**src/rtl/psc_pkg.sv**
```systemverilog
// ---------------------------------------------------------------------------
// Pressure sensor compensation package
// Shared widths, calibration register indexes and the calibration word bundle.
// ---------------------------------------------------------------------------
package psc_pkg;

	localparam int ADC_W  = 24;
	localparam int CAL_W  = 16;
	localparam int IDX_W  = 3;
	localparam int TEMP_W = 19;
	localparam int PRES_W = 25;

	// Intermediate widths of the datapath.
	localparam int DT_W   = 25;
	localparam int PROD_W = 42;
	localparam int OFF_W  = 36;
	localparam int SENS_W = 35;

	localparam logic [IDX_W-1:0] CAL_IDX_C1 = 3'd0;
	localparam logic [IDX_W-1:0] CAL_IDX_C2 = 3'd1;
	localparam logic [IDX_W-1:0] CAL_IDX_C3 = 3'd2;
	localparam logic [IDX_W-1:0] CAL_IDX_C4 = 3'd3;
	localparam logic [IDX_W-1:0] CAL_IDX_C5 = 3'd4;
	localparam logic [IDX_W-1:0] CAL_IDX_C6 = 3'd5;

	localparam logic signed [TEMP_W-1:0] TEMP_BASE = 19'sd2000;

	typedef struct packed {
		logic [CAL_W-1:0] c1;
		logic [CAL_W-1:0] c2;
		logic [CAL_W-1:0] c3;
		logic [CAL_W-1:0] c4;
		logic [CAL_W-1:0] c5;
		logic [CAL_W-1:0] c6;
	} psc_cal_t;

endpackage

```
**src/rtl/psc_cal_regs.sv**
```systemverilog
// ---------------------------------------------------------------------------
// Calibration register file
// Holds the six factory calibration words written through the config port.
// ---------------------------------------------------------------------------
module psc_cal_regs
	import psc_pkg::*;
(
	input  logic             clk,
	input  logic             arst_n,
	input  logic             cfg_we,
	input  logic [IDX_W-1:0] cfg_index,
	input  logic [CAL_W-1:0] cfg_data,
	output psc_cal_t         cal
);

	psc_cal_t cal_q;

	always_ff @(posedge clk or negedge arst_n) begin
		if (!arst_n) begin
			cal_q <= '0;
		end else if (cfg_we) begin
			case (cfg_index)
				CAL_IDX_C1: begin
					cal_q.c1 <= cfg_data;
				end
				CAL_IDX_C2: begin
					cal_q.c2 <= cfg_data;
				end
				CAL_IDX_C3: begin
					cal_q.c3 <= cfg_data;
				end
				CAL_IDX_C4: begin
					cal_q.c4 <= cfg_data;
				end
				CAL_IDX_C5: begin
					cal_q.c5 <= cfg_data;
				end
				CAL_IDX_C6: begin
					cal_q.c6 <= cfg_data;
				end
				default: begin
				end
			endcase
		end
	end

	assign cal = cal_q;

endmodule

```
**config.mk**
```make
export PLATFORM = sky130hd
export DESIGN_NAME = psc_cal_regs
export DESIGN_NICKNAME = d
export VERILOG_FILES = /design/src/rtl/psc_pkg.sv /design/src/rtl/psc_cal_regs.sv
export SDC_FILE = /design/constraint.sdc
export NUM_CORES = 1
export LEC_CHECK = 0
export ABC_AREA = 1
export BUFFER_PORTS_ARGS = -buffer_cell sky130_fd_sc_hd__buf_2
export CORE_ASPECT_RATIO = 2
export CORE_MARGIN = 2
export CORE_UTILIZATION = 50
export CTS_CLUSTER_DIAMETER = 150
export DETAILED_ROUTE_END_ITERATION = 16
export PLACE_DENSITY = 0.85
export SETUP_SLACK_MARGIN = 0.02
export SLEW_MARGIN = 20
export SYNTH_ARGS = -nofsm -noshare
export SYNTH_HDL_FRONTEND = slang
export SYNTH_SLANG_ARGS = --single-unit
```
**constraint.sdc**
```tcl
create_clock -name clk -period 1 [get_ports clk]
set_input_delay 0.1 -clock clk [delete_from_list [all_inputs] [get_ports clk]]
set_output_delay 0.1 -clock clk [all_outputs]
set_load 0.02 [all_outputs]
```
==> impl_metrics.py <==
metrics = {
    "cells_and_area": {
        "fillerInstances": 387,
        "areaGrowthSynthToFinish_pct": 60.6,
        "final-seq-area_um2": 2400,
        "final_area_um2": 6060,
        "antenna_cells": 0,
        "drive_gt1_frac": 0.373,
        "multiInputGateArea_um2": 1260,
        "final_nets": 650,
        "largest_reg_flops": 96,
        "final_core_util": 0.834,
    },
    "sta": {
        "fmax_mhz": 977,
        "setup_ws_ns": -0.0237,
        "setup_viol": 7,
        "timing.setup.tns_ns": -0.0948,
        "finalHoldViolCount": 0,
        "rsz0062_at_grt": "yes",
        "period_minus_slack_ns": 1.02,
        "max_slew.worst_pin.slew_ns": 0.342,
        "slew_violations": 0,
        "slew_headroom": 0.771,
        "min_period_over_period": 1.02,
        "skew_ns": 0,
    },
    "logic_synthesis": {
        "ys_types": 11,
        "synth_warnings": 0,
        "synth.yosys.seq_area_share": 0.636,
        "syn_nets": 447,
        "syn_inst": 425,
        "synth_area_um2": 3770,
        "ys_ff_latch": 96,
        "syn_area_per_cell_um2": 8.88,
    },
    "worst_hold_path": {
        "hold_path.startpoint": "cfg_data[2]",
        "min_to": "cal[34]$_DFFE_PN0P_",
        "hold_class": "in -> reg",
        "min_path_cells": 3,
    },
    "clocking": {
        "path_clk_slew_ns": 0.07,
        "cts_root_buffer": "clkbuf_16",
        "clock_sinks": 96,
        "cts_tree": "built",
        "htreeDepth": 3,
        "clockBufferDepth": 2,
        "clk_latency_ns": 0.35,
        "numCtsBuffers": 9,
    },
    "global_routing": {
        "grtUsageTotal": 0.316,
        "grt_pass1_vias": 3863,
        "grt_pass1_wl_um": 19400,
        "grt_overflow": 0,
        "grt_max_degree": 37,
        "antenna_found_initial": 0,
    },
    "worst_setup_path": {
        "critPathMaxFanout": 2,
        "cp_slowest_cell": "dfrtp_1",
        "timing.rr.start": "cal[14]$_DFFE_PN0P_",
        "worstRegToRegCells": 4,
        "cp-start-kind": "flip-flop",
        "reg2reg_slack_ns": 0.09,
        "end_kind": "output port",
        "cp_top_family": "flip-flops",
        "path_cells": "buf_6",
        "r2r-end": "cal[14]$_DFFE_PN0P_",
        "cpPeakStageDelay_ns": 0.43,
        "critical_path_class": "reg -> out",
        "cp_num_buf_inv": 1,
        "cp_data_required_time_ns": 0.90,
        "worstPathArrival_ns": 0.92,
    },
    "placed_design": {
        "gp_congestion": 0.845,
        "hpwl_um": 7740,
        "place_area_um2": 4590,
        "port_buffers": 117,
    },
    "floorplanning": {
        "initial_core_util": 0.519,
        "dieWidth_um": 65.4,
        "core_area_um2": 7270,
        "die_h_um": 127,
        "ios": 118,
        "rows": 44,
        "die-area_um2": 8300,
    },
    "routing": {
        "via_count": 3982,
        "vias_per_cell": 5.49,
        "wl_per_cell_um": 18.6,
        "drc": 0,
        "initialDrtViolationCount": 275,
        "wirelength_um": 13500,
        "dr.pass1.iters": 5,
        "drt.antenna.violating_nets": 0,
    },
    "status": {
        "failed_checks": "setup timing",
        "status": "complete, but fails checks",
    },
    "job": {
        "max_cap_violations": 0,
    },
    "pwr": {
        "power_mw": 13.5,
        "power_density_nw_per_um2": 2220,
        "peakVddDrop_mv": 1.81,
        "p_leak_nw": 3.38,
    },
}
-- cell type report --
type	count	area share
Sequential cell	96	0.396
Timing Repair Buffer	211	0.321
Multi-Input combinational cell	304	0.207
Clock buffer	14	0.0469
Tap cell	92	0.0190
Clock inverter	2	0.00578
Inverter	6	0.00372
-- power breakdown --
group	switching, mW	total, mW	internal [mW]
sequential	0.641	5.26	4.62
clock	1.41	3.62	2.21
combinational	2.24	4.61	2.37
total	4.29	13.5	9.19
-- cell families after synthesis --
| kind of cell | Yosys count | share of synthesized area |
|---|---|---|
| and+or+nand+nor | 304 | 0.331 |
| DFF | 96 | 0.636 |
| buffers and inverters | 25 | 0.0321 |
-- timing repair --
item | 4_1_cts | 5_1_grt
hold buffers | 1 | 0
endpoints found under the hold margin | 96 | 0
setup buffers | 36 | 36
gates resized for setup | 169 | 23
endpoints found under the setup margin | 89 | 96
-- synthesized netlist by cell type --
cell type / count / area (um2)
inv_2: 3 / 11.3
clkbuf_1: 3 / 11.3
dfrtp_1: 96 / 2400
buf_4: 3 / 22.5
nand3_1: 64 / 320
nor2_2: 4 / 25.0
nand2_2: 2 / 12.5
inv_1: 3 / 11.3
nor2_4: 2 / 22.5
nand2_1: 232 / 871
buf_2: 13 / 65.1
-- cell usage in the layout (no fill, tap or decap), types with 2 or more instances in the layout --
cell type	instances
nand3_1	64
dfrtp_1	96
clkbuf_8	4
buf_12	4
buf_6	96
inv_1	3
clkbuf_16	9
buf_4	90
nand2_2	2
nand2_1	232
buf_2	20
nor2_2	3
inv_2	3
nor2_4	3
-- worst max-delay path by stage --
stage	startpoint	endpoint	slack (ns)	depth (start not counted)
CTS	cal[89]$_DFFE_PN0P_	cal[89]	-0.03	1
global route	cal[22]$_DFFE_PN0P_	cal[22]	-0.04	1
finish	cal[89]$_DFFE_PN0P_	cal[89]	-0.02	1
detailed placement	cfg_we	cal[74]$_DFFE_PN0P_	-0.07	6
floorplan	cfg_we	cal[37]$_DFFE_PN0P_	0.12	6
global placement	cfg_we	cal[67]$_DFFE_PN0P_	0.006	6
-- metal layers --
layer / routed length [um] / up-vias / track usage
met5: 0 / - / 0
met1: 4390 / 1940 / 0.339
met3: 905 / 70 / 0.0709
met4: 872 / 0 / 0.162
met2: 7320 / 243 / 0.563
li1: - / 1729 / -
-- through the flow --
step,hold slack [ns],cells,setup WS (ns)
floorplan,-0.196,425,0.122
CTS,0.0533,689,-0.0253
finish,0.0663,725,-0.0237
global placement,-0.0371,636,0.00585
detailed placement,-0.0307,636,-0.0710
global route,0.0527,725,-0.0388
(Power assumes the default switching activity.)
