--- src/rtl/psc_pkg.sv ---
// ---------------------------------------------------------------------------
// Pressure sensor compensation package
// Shared widths, calibration register indexes and the calibration word bundle.
// ---------------------------------------------------------------------------
package psc_pkg;

	localparam int ADC_W  = 24;
	localparam int CAL_W  = 16;
	localparam int IDX_W  = 3;
	localparam int TEMP_W = 19;
	localparam int PRES_W = 25;

	// Intermediate widths of the datapath.
	localparam int DT_W   = 25;
	localparam int PROD_W = 42;
	localparam int OFF_W  = 36;
	localparam int SENS_W = 35;

	localparam logic [IDX_W-1:0] CAL_IDX_C1 = 3'd0;
	localparam logic [IDX_W-1:0] CAL_IDX_C2 = 3'd1;
	localparam logic [IDX_W-1:0] CAL_IDX_C3 = 3'd2;
	localparam logic [IDX_W-1:0] CAL_IDX_C4 = 3'd3;
	localparam logic [IDX_W-1:0] CAL_IDX_C5 = 3'd4;
	localparam logic [IDX_W-1:0] CAL_IDX_C6 = 3'd5;

	localparam logic signed [TEMP_W-1:0] TEMP_BASE = 19'sd2000;

	typedef struct packed {
		logic [CAL_W-1:0] c1;
		logic [CAL_W-1:0] c2;
		logic [CAL_W-1:0] c3;
		logic [CAL_W-1:0] c4;
		logic [CAL_W-1:0] c5;
		logic [CAL_W-1:0] c6;
	} psc_cal_t;

endpackage

--- src/rtl/psc_back.sv ---
// ---------------------------------------------------------------------------
// Pressure stages
// Five stages: split sensitivity products, their sum, the first truncating
// scale, the offset subtraction and the final truncating scale.
// ---------------------------------------------------------------------------
module psc_back
	import psc_pkg::*;
(
	input  logic                     clk,
	input  logic                     arst_n,
	input  logic                     in_valid,
	output logic                     in_ready,
	input  logic [ADC_W-1:0]         d1,
	input  logic signed [TEMP_W-1:0] temp,
	input  logic signed [OFF_W-1:0]  off,
	input  logic signed [SENS_W-1:0] sens,
	output logic                     out_valid,
	input  logic                     out_ready,
	output logic signed [TEMP_W-1:0] temperature_centi,
	output logic signed [PRES_W-1:0] pressure_comp
);

	localparam int LO_W   = 17;
	localparam int HI_W   = SENS_W - LO_W;
	localparam int PLO_W  = ADC_W + LO_W;
	localparam int PHI_W  = ADC_W + 1 + HI_W;
	localparam int SUM_W  = PHI_W + LO_W;
	localparam int Q_W    = SUM_W - 21;
	localparam int DIFF_W = Q_W + 1;

	logic valid_s4, valid_s5, valid_s6, valid_s7, valid_s8;
	logic adv_s4, adv_s5, adv_s6, adv_s7, adv_s8;

	logic [PLO_W-1:0]          plo_s4;
	logic signed [PHI_W-1:0]   phi_s4;
	logic signed [SUM_W-1:0]   sum_s5;
	logic signed [Q_W-1:0]     q_s6;
	logic signed [DIFF_W-1:0]  diff_s7;
	logic signed [PRES_W-1:0]  pres_s8;
	logic signed [OFF_W-1:0]   off_s4, off_s5, off_s6;
	logic signed [TEMP_W-1:0]  temp_s4, temp_s5, temp_s6, temp_s7, temp_s8;

	logic signed [SUM_W-1:0]   sum_adj;
	logic signed [DIFF_W-1:0]  diff_adj;

	assign adv_s8   = !valid_s8 || out_ready;
	assign adv_s7   = !valid_s7 || adv_s8;
	assign adv_s6   = !valid_s6 || adv_s7;
	assign adv_s5   = !valid_s5 || adv_s6;
	assign adv_s4   = !valid_s4 || adv_s5;
	assign in_ready = adv_s4;

	always_ff @(posedge clk or negedge arst_n) begin
		if (!arst_n) begin
			valid_s4 <= 1'b0;
			valid_s5 <= 1'b0;
			valid_s6 <= 1'b0;
			valid_s7 <= 1'b0;
			valid_s8 <= 1'b0;
		end else begin
			if (adv_s4) begin
				valid_s4 <= in_valid;
			end
			if (adv_s5) begin
				valid_s5 <= valid_s4;
			end
			if (adv_s6) begin
				valid_s6 <= valid_s5;
			end
			if (adv_s7) begin
				valid_s7 <= valid_s6;
			end
			if (adv_s8) begin
				valid_s8 <= valid_s7;
			end
		end
	end

	// Both scales truncate toward zero, so negative values get a bias first.
	always_comb begin
		sum_adj  = sum_s5 + (sum_s5[SUM_W-1] ? $signed(SUM_W'(21'h1FFFFF)) : '0);
		diff_adj = diff_s7 + (diff_s7[DIFF_W-1] ? $signed(DIFF_W'(13'h1FFF)) : '0);
	end

	always_ff @(posedge clk) begin
		if (adv_s4) begin
			plo_s4  <= d1 * sens[LO_W-1:0];
			phi_s4  <= $signed({1'b0, d1}) * $signed(sens[SENS_W-1:LO_W]);
			off_s4  <= off;
			temp_s4 <= temp;
		end
		if (adv_s5) begin
			sum_s5  <= $signed({phi_s4, {LO_W{1'b0}}}) + $signed({{(SUM_W-PLO_W){1'b0}}, plo_s4});
			off_s5  <= off_s4;
			temp_s5 <= temp_s4;
		end
		if (adv_s6) begin
			q_s6    <= sum_adj[SUM_W-1:21];
			off_s6  <= off_s5;
			temp_s6 <= temp_s5;
		end
		if (adv_s7) begin
			diff_s7 <= DIFF_W'(q_s6) - DIFF_W'(off_s6);
			temp_s7 <= temp_s6;
		end
		if (adv_s8) begin
			pres_s8 <= diff_adj[PRES_W+12:13];
			temp_s8 <= temp_s7;
		end
	end

	assign out_valid         = valid_s8;
	assign temperature_centi = temp_s8;
	assign pressure_comp     = pres_s8;

endmodule

--- config.mk ---
export PLATFORM = sky130hd
export DESIGN_NAME = psc_back
export DESIGN_NICKNAME = d
export VERILOG_FILES = /design/src/rtl/psc_pkg.sv /design/src/rtl/psc_back.sv
export SDC_FILE = /design/constraint.sdc
export NUM_CORES = 2
export LEC_CHECK = 0
export BUFFER_PORTS_ARGS = -buffer_cell sky130_fd_sc_hd__buf_2
export CORE_ASPECT_RATIO = 0.7
export CORE_MARGIN = 2
export CORE_UTILIZATION = 65
export DETAILED_ROUTE_END_ITERATION = 10
export GPL_TIMING_DRIVEN = 0
export MAX_ROUTING_LAYER = met4
export PLACE_DENSITY = 0.93
export REMOVE_ABC_BUFFERS = 1
export SLEW_MARGIN = 10
export SYNTH_ARGS = -nofsm -noshare
export SYNTH_HDL_FRONTEND = slang
export SYNTH_SLANG_ARGS = --single-unit
--- constraint.sdc ---
create_clock -name clk -period 24.8 [get_ports clk]
set_input_delay 4.96 -clock clk [delete_from_list [all_inputs] [get_ports clk]]
set_output_delay 4.96 -clock clk [all_outputs]
set_load 0.02 [all_outputs]
==> flow_metrics.tcl <==
set metrics [dict create \
    syn_area_sq_um 46720 \
    yosys.area.top_type "fa_1" \
    cts_resized 0 \
    die-area_sq_um 74070 \
    worst_pin_slew_ns 1.020 \
    worst-r2r-cell-count 10 \
    slowest_delay_ns 0.66 \
    async_flop_share 0.01099 \
    clkSlewWorstSetupHoldPaths_ns 0.07 \
    finalWirelength_mm 108.8 \
    num_vias 32450 \
    relSlewSlack 0.3198 \
    io_buffers 163 \
    cts_tree "yes" \
    synth.top_cell.area_share 0.2927 \
    postCtsSetupBuffers 0 \
    clkLatencyLatePin_ns 0.57 \
    fillCellCount 4669 \
    synth_edf_count 450 \
    dr.pass1.iters 7 \
    cpMostUsedCell "buf_2" \
    cp_data_required_time_ns 19.84 \
    cts_max_level 2 \
    ff2ff_setup_slack_ns 20.92 \
    cp_max_fo 51 \
    setup_viol 0 \
    clkSinkCount 455 \
    status "finished, final reports clean" \
    syn_inst 4505 \
    hp-class "flop to flop" \
    grt_antenna_before_repair 2 \
    reg2reg_to "q_s6[13]" \
    synth.area.top_cells "fa_1 29%, edfxtp_1 29%, ha_1 9.5%" \
    grt_max_degree 62 \
    end_kind "output pin" \
    crit_buf_inv 5 \
    hpwl_mm 80.91 \
    grt_pass1_wl_mm 178.2 \
    hold_depth 0 \
    hold_buffers 0 \
    cp_top_family "simple AND/OR/NAND/NOR gates" \
    fin_crit_sh 0.5032 \
    area_delta_synth_final_pct 6.339 \
    finClkSkew_ns 0.02131 \
    r2r-start "sum_s5[59]" \
    startpoint_type "input port" \
    drive_gt1_frac 0.05808 \
    drt_iter0_markers 3266 \
    syn_area_per_cell_sq_um 10.37 \
    slew_violations 0 \
    cp-startpoint "out_ready" \
    initial_core_util 0.6552 \
    yosys_warnings 0 \
    fmax_mhz 80.13 \
    cts_buffers 43 \
    grt_pass1_vias 35440 \
    root_buffer "clkbuf_16" \
    die_w_um 324.4 \
    period_needed_ns 12.48 \
    critPathSlowestCell "nand4_1" \
    drtAntennaViolNets 0 \
    num_rows 82 \
    crit_type "input port to output pin" \
    ios 164 \
    detail_route.wl_per_cell_um 19.61 \
    rsz0062_at_grt "no" \
    nNetsFinal 5704 \
    grt.overflow.total 0 \
    worstPathCellList "buf_2 > nor2b_1 > nand4_1 > buf_8 > inv_1 > nand2_4 > buf_16 > buf_2" \
    cts_buffer_depth 3 \
    drc 0 \
    post-route-util 0.6967 \
    viasPerCell 5.850 \
    fin_ws_ns 12.32 \
    finalSetupTns_ns 0 \
    synth_cell_types 71 \
    track_usage 0.3094 \
    min_from "off_s5[31]" \
    die_h_um 228.3 \
    synth-seq-cells 455 \
    worstPathArrival_ns 7.52 \
    pre_cts_ws_ns 12.27 \
    synth_flop_cell "edfxtp_1" \
    hold-path-endpoint "off_s6[31]" \
    gp_congestion 0.9458 \
    maxCapViolations 0 \
    core-area_sq_um 71310 \
    hold_violations 0 \
    yosysSeqAreaShare 0.2919 \
]
==> how the worst max path moves through the flow <==
stage	to	cells past startpoint	slack, ns
detailed placement	in_ready	8	12.27
floorplan	in_ready	4	8.41
global route	in_ready	8	12.17
finish	in_ready	8	12.32
CTS	in_ready	8	12.29
global placement	in_ready	6	4.61
==> synth_stat cells, drive strengths merged (68+ instances only) <==
master and count:
xor2 73, and2 329, ha 355, clkbuf 172
nor2 91, nand2 615, o21ai 68, fa 683
a21o 83, a21oi 151, inv 925, edfxtp 450
xnor2 133
==> layer usage <==
metal  share of wire  global-route usage  vias up  wire length, um
li1                -                   -    14210                -
met1            0.38              0.3926    15880            41370
met2            0.47              0.4944     1972            51480
met3            0.11             0.06734      383            12000
met4           0.036              0.1115        0             3957
met5               0                   -        -                0
==> state kept, by name, indices dropped and copies added, names as in the netlist, 19 cells and up <==
name               cells
diff_s7               39
off_s4                36
off_s5                36
off_s6                36
phi_s4                43
plo_s4                41
pressure_comp         25
q_s6                  39
sum_s5                60
temp_s4               19
temp_s5               19
temp_s6               19
temp_s7               19
temperature_centi     19
==> kinds of logic (layout without fill, tap and decap cells) <==
logic type	after synthesis	in the layout	synth area share
other	0	1	0
adder cells (fa/ha/maj)	1038	1038	0.3877
buffers and inverters	1103	1178	0.08881
XOR/XNOR	206	206	0.03862
flip-flops	455	455	0.2919
AND/OR/NAND/NOR	1244	1244	0.1279
multiplexers	2	2	0.0004285
AO/OA/AOI/OAI	457	457	0.06462
==> layout make-up <==
type	count	area (sq um)	share of cell area
Antenna cell	1	2.502	0.00005037
Clock buffer	56	1185	0.02385
Clock inverter	21	183.9	0.003702
Inverter	925	3472	0.06989
Multi-Input combinational cell	2947	28950	0.5828
Sequential cell	455	13640	0.2745
Tap cell	966	1209	0.02433
Timing Repair Buffer	176	1036	0.02085
==> placed cells by master (no fill, tap or decap), types with 8 or more instances in the layout <==
cell type,instances
inv_1,924
fa_1,683
nand2_1,613
edfxtp_1,450
ha_1,355
and2_1,328
buf_2,163
a21oi_1,149
xnor2_1,133
nor2_1,91
a21o_1,83
xor2_1,73
o21ai_0,58
nand3_1,50
clkbuf_16,43
nand2b_1,31
nand4_1,28
and3_1,26
o21bai_1,23
nor3_1,23
o21a_1,20
nor2b_1,19
a211oi_1,14
o211ai_1,12
a31oi_1,12
and4_1,12
o21ai_1,8
a211o_1,8
==> through the flow <==
stage | instance area (sq um) | hold slack [ns] | std cells
3_3_place_gp | 48070 | 0.4002 | 5456
4_1_cts | 49680 | 0.4075 | 5546
5_1_grt | 49680 | 0.4250 | 5547
2_1_floorplan | 46040 | 0.4003 | 4327
3_5_place_dp | 48310 | 0.4045 | 5469
6_report | 49680 | 0.4173 | 5547
Power is left out: the tool's default activity adds up to more than one toggle a clock period on the data nets, which glitch-free logic cannot reach.
