[src/rtl/psc_pkg.sv]
// ---------------------------------------------------------------------------
// Pressure sensor compensation package
// Shared widths, calibration register indexes and the calibration word bundle.
// ---------------------------------------------------------------------------
package psc_pkg;

	localparam int ADC_W  = 24;
	localparam int CAL_W  = 16;
	localparam int IDX_W  = 3;
	localparam int TEMP_W = 19;
	localparam int PRES_W = 25;

	// Intermediate widths of the datapath.
	localparam int DT_W   = 25;
	localparam int PROD_W = 42;
	localparam int OFF_W  = 36;
	localparam int SENS_W = 35;

	localparam logic [IDX_W-1:0] CAL_IDX_C1 = 3'd0;
	localparam logic [IDX_W-1:0] CAL_IDX_C2 = 3'd1;
	localparam logic [IDX_W-1:0] CAL_IDX_C3 = 3'd2;
	localparam logic [IDX_W-1:0] CAL_IDX_C4 = 3'd3;
	localparam logic [IDX_W-1:0] CAL_IDX_C5 = 3'd4;
	localparam logic [IDX_W-1:0] CAL_IDX_C6 = 3'd5;

	localparam logic signed [TEMP_W-1:0] TEMP_BASE = 19'sd2000;

	typedef struct packed {
		logic [CAL_W-1:0] c1;
		logic [CAL_W-1:0] c2;
		logic [CAL_W-1:0] c3;
		logic [CAL_W-1:0] c4;
		logic [CAL_W-1:0] c5;
		logic [CAL_W-1:0] c6;
	} psc_cal_t;

endpackage

[src/rtl/psc_front.sv]
// ---------------------------------------------------------------------------
// Temperature and coefficient stages
// Three stages: temperature difference, the three calibration products, and
// the compensated temperature with the pressure offset and sensitivity.
// ---------------------------------------------------------------------------
module psc_front
	import psc_pkg::*;
(
	input  logic                     clk,
	input  logic                     arst_n,
	input  psc_cal_t                 cal,
	input  logic                     in_valid,
	output logic                     in_ready,
	input  logic [ADC_W-1:0]         pressure_adc,
	input  logic [ADC_W-1:0]         temperature_adc,
	output logic                     out_valid,
	input  logic                     out_ready,
	output logic [ADC_W-1:0]         d1,
	output logic signed [TEMP_W-1:0] temp,
	output logic signed [OFF_W-1:0]  off,
	output logic signed [SENS_W-1:0] sens
);

	logic valid_s1, valid_s2, valid_s3;
	logic adv_s1, adv_s2, adv_s3;

	logic [ADC_W-1:0]         d1_s1, d1_s2, d1_s3;
	logic signed [DT_W-1:0]   dt_s1;
	logic signed [PROD_W-1:0] p6_s2, p4_s2, p3_s2;
	logic signed [TEMP_W-1:0] temp_s3;
	logic signed [OFF_W-1:0]  off_s3;
	logic signed [SENS_W-1:0] sens_s3;

	logic signed [DT_W-1:0]   dt_c;
	logic signed [PROD_W-1:0] t_adj;
	logic signed [TEMP_W-1:0] temp_c;
	logic signed [OFF_W-1:0]  off_c;
	logic signed [SENS_W-1:0] sens_c;

	assign adv_s3   = !valid_s3 || out_ready;
	assign adv_s2   = !valid_s2 || adv_s3;
	assign adv_s1   = !valid_s1 || adv_s2;
	assign in_ready = adv_s1;

	always_ff @(posedge clk or negedge arst_n) begin
		if (!arst_n) begin
			valid_s1 <= 1'b0;
			valid_s2 <= 1'b0;
			valid_s3 <= 1'b0;
		end else begin
			if (adv_s1) begin
				valid_s1 <= in_valid;
			end
			if (adv_s2) begin
				valid_s2 <= valid_s1;
			end
			if (adv_s3) begin
				valid_s3 <= valid_s2;
			end
		end
	end

	assign dt_c = $signed({1'b0, temperature_adc}) - $signed({1'b0, cal.c5, 8'h00});

	// Truncation toward zero of the temperature term needs a bias on negative values.
	always_comb begin
		t_adj  = p6_s2 + (p6_s2[PROD_W-1] ? 42'sd8388607 : 42'sd0);
		temp_c = TEMP_BASE + $signed(t_adj[PROD_W-1:23]);
		off_c  = $signed({3'b000, cal.c2, 17'h00000}) + $signed(p4_s2[PROD_W-1:6]);
		sens_c = $signed({3'b000, cal.c1, 16'h0000}) + $signed(p3_s2[PROD_W-1:7]);
	end

	always_ff @(posedge clk) begin
		if (adv_s1) begin
			dt_s1 <= dt_c;
			d1_s1 <= pressure_adc;
		end
		if (adv_s2) begin
			p6_s2 <= dt_s1 * $signed({1'b0, cal.c6});
			p4_s2 <= dt_s1 * $signed({1'b0, cal.c4});
			p3_s2 <= dt_s1 * $signed({1'b0, cal.c3});
			d1_s2 <= d1_s1;
		end
		if (adv_s3) begin
			temp_s3 <= temp_c;
			off_s3  <= off_c;
			sens_s3 <= sens_c;
			d1_s3   <= d1_s2;
		end
	end

	assign out_valid = valid_s3;
	assign d1        = d1_s3;
	assign temp      = temp_s3;
	assign off       = off_s3;
	assign sens      = sens_s3;

endmodule

[config.mk]
export PLATFORM = sky130hd
export DESIGN_NAME = psc_front
export DESIGN_NICKNAME = d
export VERILOG_FILES = /design/src/rtl/psc_pkg.sv /design/src/rtl/psc_front.sv
export SDC_FILE = /design/constraint.sdc
export NUM_CORES = 2
export LEC_CHECK = 0
export BUFFER_PORTS_ARGS = -buffer_cell sky130_fd_sc_hd__buf_2
export CAP_MARGIN = 30
export CORE_ASPECT_RATIO = 0.5
export CORE_UTILIZATION = 46
export CTS_BUF_LIST = sky130_fd_sc_hd__clkbuf_4 sky130_fd_sc_hd__clkbuf_8
export DETAILED_ROUTE_END_ITERATION = 10
export GPL_ROUTABILITY_DRIVEN = 0
export PLACE_DENSITY = 0.67
export SETUP_SLACK_MARGIN = 0.02
export SLEW_MARGIN = 15
export SYNTH_ARGS = -nofsm -noshare
export SYNTH_HDL_FRONTEND = slang
export SYNTH_SLANG_ARGS = --single-unit
[constraint.sdc]
create_clock -name clk -period 18 [get_ports clk]
set_input_delay 0 -clock clk [delete_from_list [all_inputs] [get_ports clk]]
set_output_delay 0 -clock clk [all_outputs]
set_load 0.05 [all_outputs]
==> key figures <==
Route
  – Final wirelength: 131000 um
  – Drt pass-1 iters: 7
  – Via-to-Cell Ratio: 5.10
  – Post-DRT Antenna Nets: 0
  – Starting DRT DRC Count: 1944
  – DRC Markers: 0
  – DR vias: 38.1k
  – Wire length per cell: 17.5 um

Timing
  – Tcrit/Tclk final: 43.3%
  – Final setup margin: 10.21 ns
  – Worst-margin pin slew: 0.985 ns
  – RSZ-0062 raised after global routing: no
  – Min Tclk post-route: 7.79 ns
  – Finish-stage setup viols: 0
  – TNS Setup: 0 ns
  – Final hold viol count: 0
  – F_max: 128 MHz
  – Clock skew: 0.0742 ns
  – Slew HR: 32.6%
  – Final Max Slew Viols: 0

Place
  – Hpwl dp: 98500 um
  – Setup WS pre-CTS: 10.35 ns
  – Dpl cells: 7227
  – PortBufs: 263

Synthesis
  – Synth Net Count: 7270
  – Area share of fa/ha/maj cells after synthesis: 51.5%
  – Mapped Cells: 5574
  – Synth Warn #: 0
  – Unique cell type count in the Yosys netlist: 68
  – Largest family of logic cells by synthesized area: adder cells
  – Number of enable flip-flop cells after synthesis: 300
  – Synth Area in Simple Gates: 13.4%
  – Post-synthesis mux area share: 0%
  – XOR/XNOR Fraction of Synth Area: 2.64%
  – Register bit total from synthesis: 303
  – Fraction of registers with async set/reset: 0.990%
  – Sequential fraction of the synthesis area: 16.6%
  – Ys flop type: edfxtp_1
  – Synthesized area per cell: 9.82 um2
  – Synthesized area: 54700 um2
  – Fraction of the mapped netlist area in compound gates: 4.35%

Final layout
  – Layout Nets: 7544
  – Layout cells sized above 1: 6.91%
  – Post-layout util: 51.0%
  – Final non-filler cell total: 7483
  – Synth-to-Final Area Change: 9.92%

Setup path
  – Crit end category: flip-flop
  – Worst EP arrival: 8.22 ns
  – CP max FO: 27
  – Reg2Reg Depth: 21
  – Critical Setup Path Class: reg2reg
  – CP startpoint kind: flip-flop
  – CP Data Required Time: 18.43 ns
  – Flop2flop setup slack: 10.21 ns
  – Worst R2R End: p6_s2[41]$_DFFE_PP_
  – Reg2reg start: dt_s1[6]$_DFFE_PP_

GRT
  – Largest net degree at the start of global routing: 67
  – Wire length of the first global-routing pass: 218000 um
  – Total gr overflow: 0
  – Met2 Usage GRT: 40.0%
  – Met1 GRT Util: 29.2%
  – Number of antenna violations at the first check in global routing: 2
  – Total track usage: 22.8%
  – Vias in the first global route: 42.8k
  – GR Util met3: 3.37%
  – Grt peak-use layer: met2

Clock tree
  – CTS Buffer Depth: 3
  – Post-CTS setup buffers: 0
  – Cts repair resizes: 0
  – Clk sinks: 303
  – CTS clk-pin slew, worst paths: 0.10 ns
  – Clk_lat worst skew: 0.74 ns
  – Cts bufs inserted: 51
  – CTS tree: done
  – Root Buffer: clkbuf_8
  – Htree depth: 2

Floorplanning
  – Die area: 120000 um2
  – Die Wd: 490 um
  – Num rows: 89
  – Initial Util: 46.4%
  – Die height: 246 um
  – Core area: 118000 um2
  – Num ports: 264

Worst hold path
  – Hold Path Sink: d1_s1[5]$_DFFE_PP_
  – Min-delay src: pressure_adc[5]
  – Worst Hold Depth: 2
  – Worst hold path type: in2reg

Outcome
  – Status: finished clean

Run
  – Max-cap violations: 0
-- kinds of logic after synthesis --
family,after synthesis
compound gates,346
simple gates,1530
flops,303
buf+inv,1682
fa+ha+maj,1548
xor+xnor,165
-- synth_stat cells (18+ instances only) --
cell type	instances	area share, %
nor2b_1	19	0.22
nand3_1	33	0.30
nand2_1	776	5.3
nor2_1	108	0.74
inv_1	1446	9.9
o21a_1	28	0.38
a21o_1	57	0.78
ha_1	376	8.6
xor2_1	45	0.72
edfxtp_1	300	16
clkbuf_1	235	1.6
and2_1	482	5.5
fa_1	1172	43
xnor2_1	120	1.9
nand2b_1	18	0.21
nor3_1	32	0.29
a21oi_1	96	0.88
o21ai_0	51	0.47
-- final cells by class --
type | instances | area, um2
Clock inverter | 26 | 304
Sequential cell | 303 | 9080
Fill cell | 10600 | 57800
Tap cell | 1592 | 1990
Antenna cell | 3 | 7.51
Clock buffer | 67 | 822
Inverter | 1446 | 5430
Timing Repair Buffer | 457 | 3180
Multi-Input combinational cell | 3589 | 39300
-- per-layer routing --
metal | part of all wire, % | routed length [um] | up-vias
met4 | 2.6 | 3410 | 0
met2 | 50 | 65800 | 1183
met3 | 6.1 | 7990 | 231
li1 | - | - | 17000
met1 | 41 | 54100 | 19800
met5 | 0 | 0 | -
-- repair_timing --
item / 4_1_cts / 5_1_grt
hold buffers: 157 / 1
endpoints found under the setup margin: 0 / 0
endpoints found under the hold margin: 91 / 1
-- through the flow --
stage,hold WS [ns],instance area [um2]
2_1_floorplan,-0.296,54700
3_3_place_gp,-0.205,57400
3_5_place_dp,-0.202,57400
4_1_cts,0.00101,60100
5_1_grt,0.00657,60100
6_report,0.0313,60100
-- registers in the layout, summed over array words and instances (netlist names), 19 cells and up --
register / flops
d1: 24
off: 36
p3_s2: 35
sens: 35
d1_s2: 24
p4_s2: 36
temp: 19
d1_s1: 24
dt_s1: 25
p6_s2: 42
-- critical path, cell delays in order, from the launching register on --
cell	delay [ns]
edfxtp_1	0.92
buf_4	0.45
and2_1	0.21
fa_1	0.45
fa_1	0.56
fa_1	0.43
fa_1	0.46
fa_1	0.49
inv_1	0.05
fa_1	0.48
inv_1	0.04
ha_1	0.34
a21o_1	0.19
a21o_1	0.19
a2111oi_0	0.47
nand3b_1	0.22
a41oi_2	0.43
o21ai_1	0.21
a41oi_2	0.33
a21boi_1	0.15
a221oi_2	0.28
xnor2_1	0.11
-- worst max path at each step --
| stage | slack (ns) | startpoint | end |
|---|---|---|---|
| floorplan | 11.44 | dt_s1[16]$_DFFE_PP_ | p6_s2[41]$_DFFE_PP_ |
| global placement | 10.48 | dt_s1[6]$_DFFE_PP_ | p6_s2[41]$_DFFE_PP_ |
| detailed placement | 10.35 | dt_s1[6]$_DFFE_PP_ | p6_s2[41]$_DFFE_PP_ |
| CTS | 10.26 | dt_s1[6]$_DFFE_PP_ | p6_s2[41]$_DFFE_PP_ |
| global route | 9.85 | dt_s1[6]$_DFFE_PP_ | p6_s2[41]$_DFFE_PP_ |
| finish | 10.21 | dt_s1[6]$_DFFE_PP_ | p6_s2[41]$_DFFE_PP_ |
-- placed cells by master, fill, tap and decap left out, types with 14 or more instances in the layout --
cell / instances
inv_1: 1446
fa_1: 1172
nand2_1: 776
and2_1: 482
ha_1: 376
edfxtp_1: 300
buf_2: 264
dlygate4sd3_1: 158
xnor2_1: 120
nor2_1: 108
a21oi_1: 96
a21o_1: 57
o21ai_0: 51
clkbuf_8: 51
xor2_1: 45
buf_4: 34
nand3_1: 33
nor3_1: 32
o21a_1: 28
nor2b_1: 19
nand2b_1: 17
clkbuf_4: 16
nand4_1: 15
a21boi_0: 14
Power is left out: the tool's default activity adds up to more than one toggle a clock period on the data nets, which glitch-free logic cannot reach.
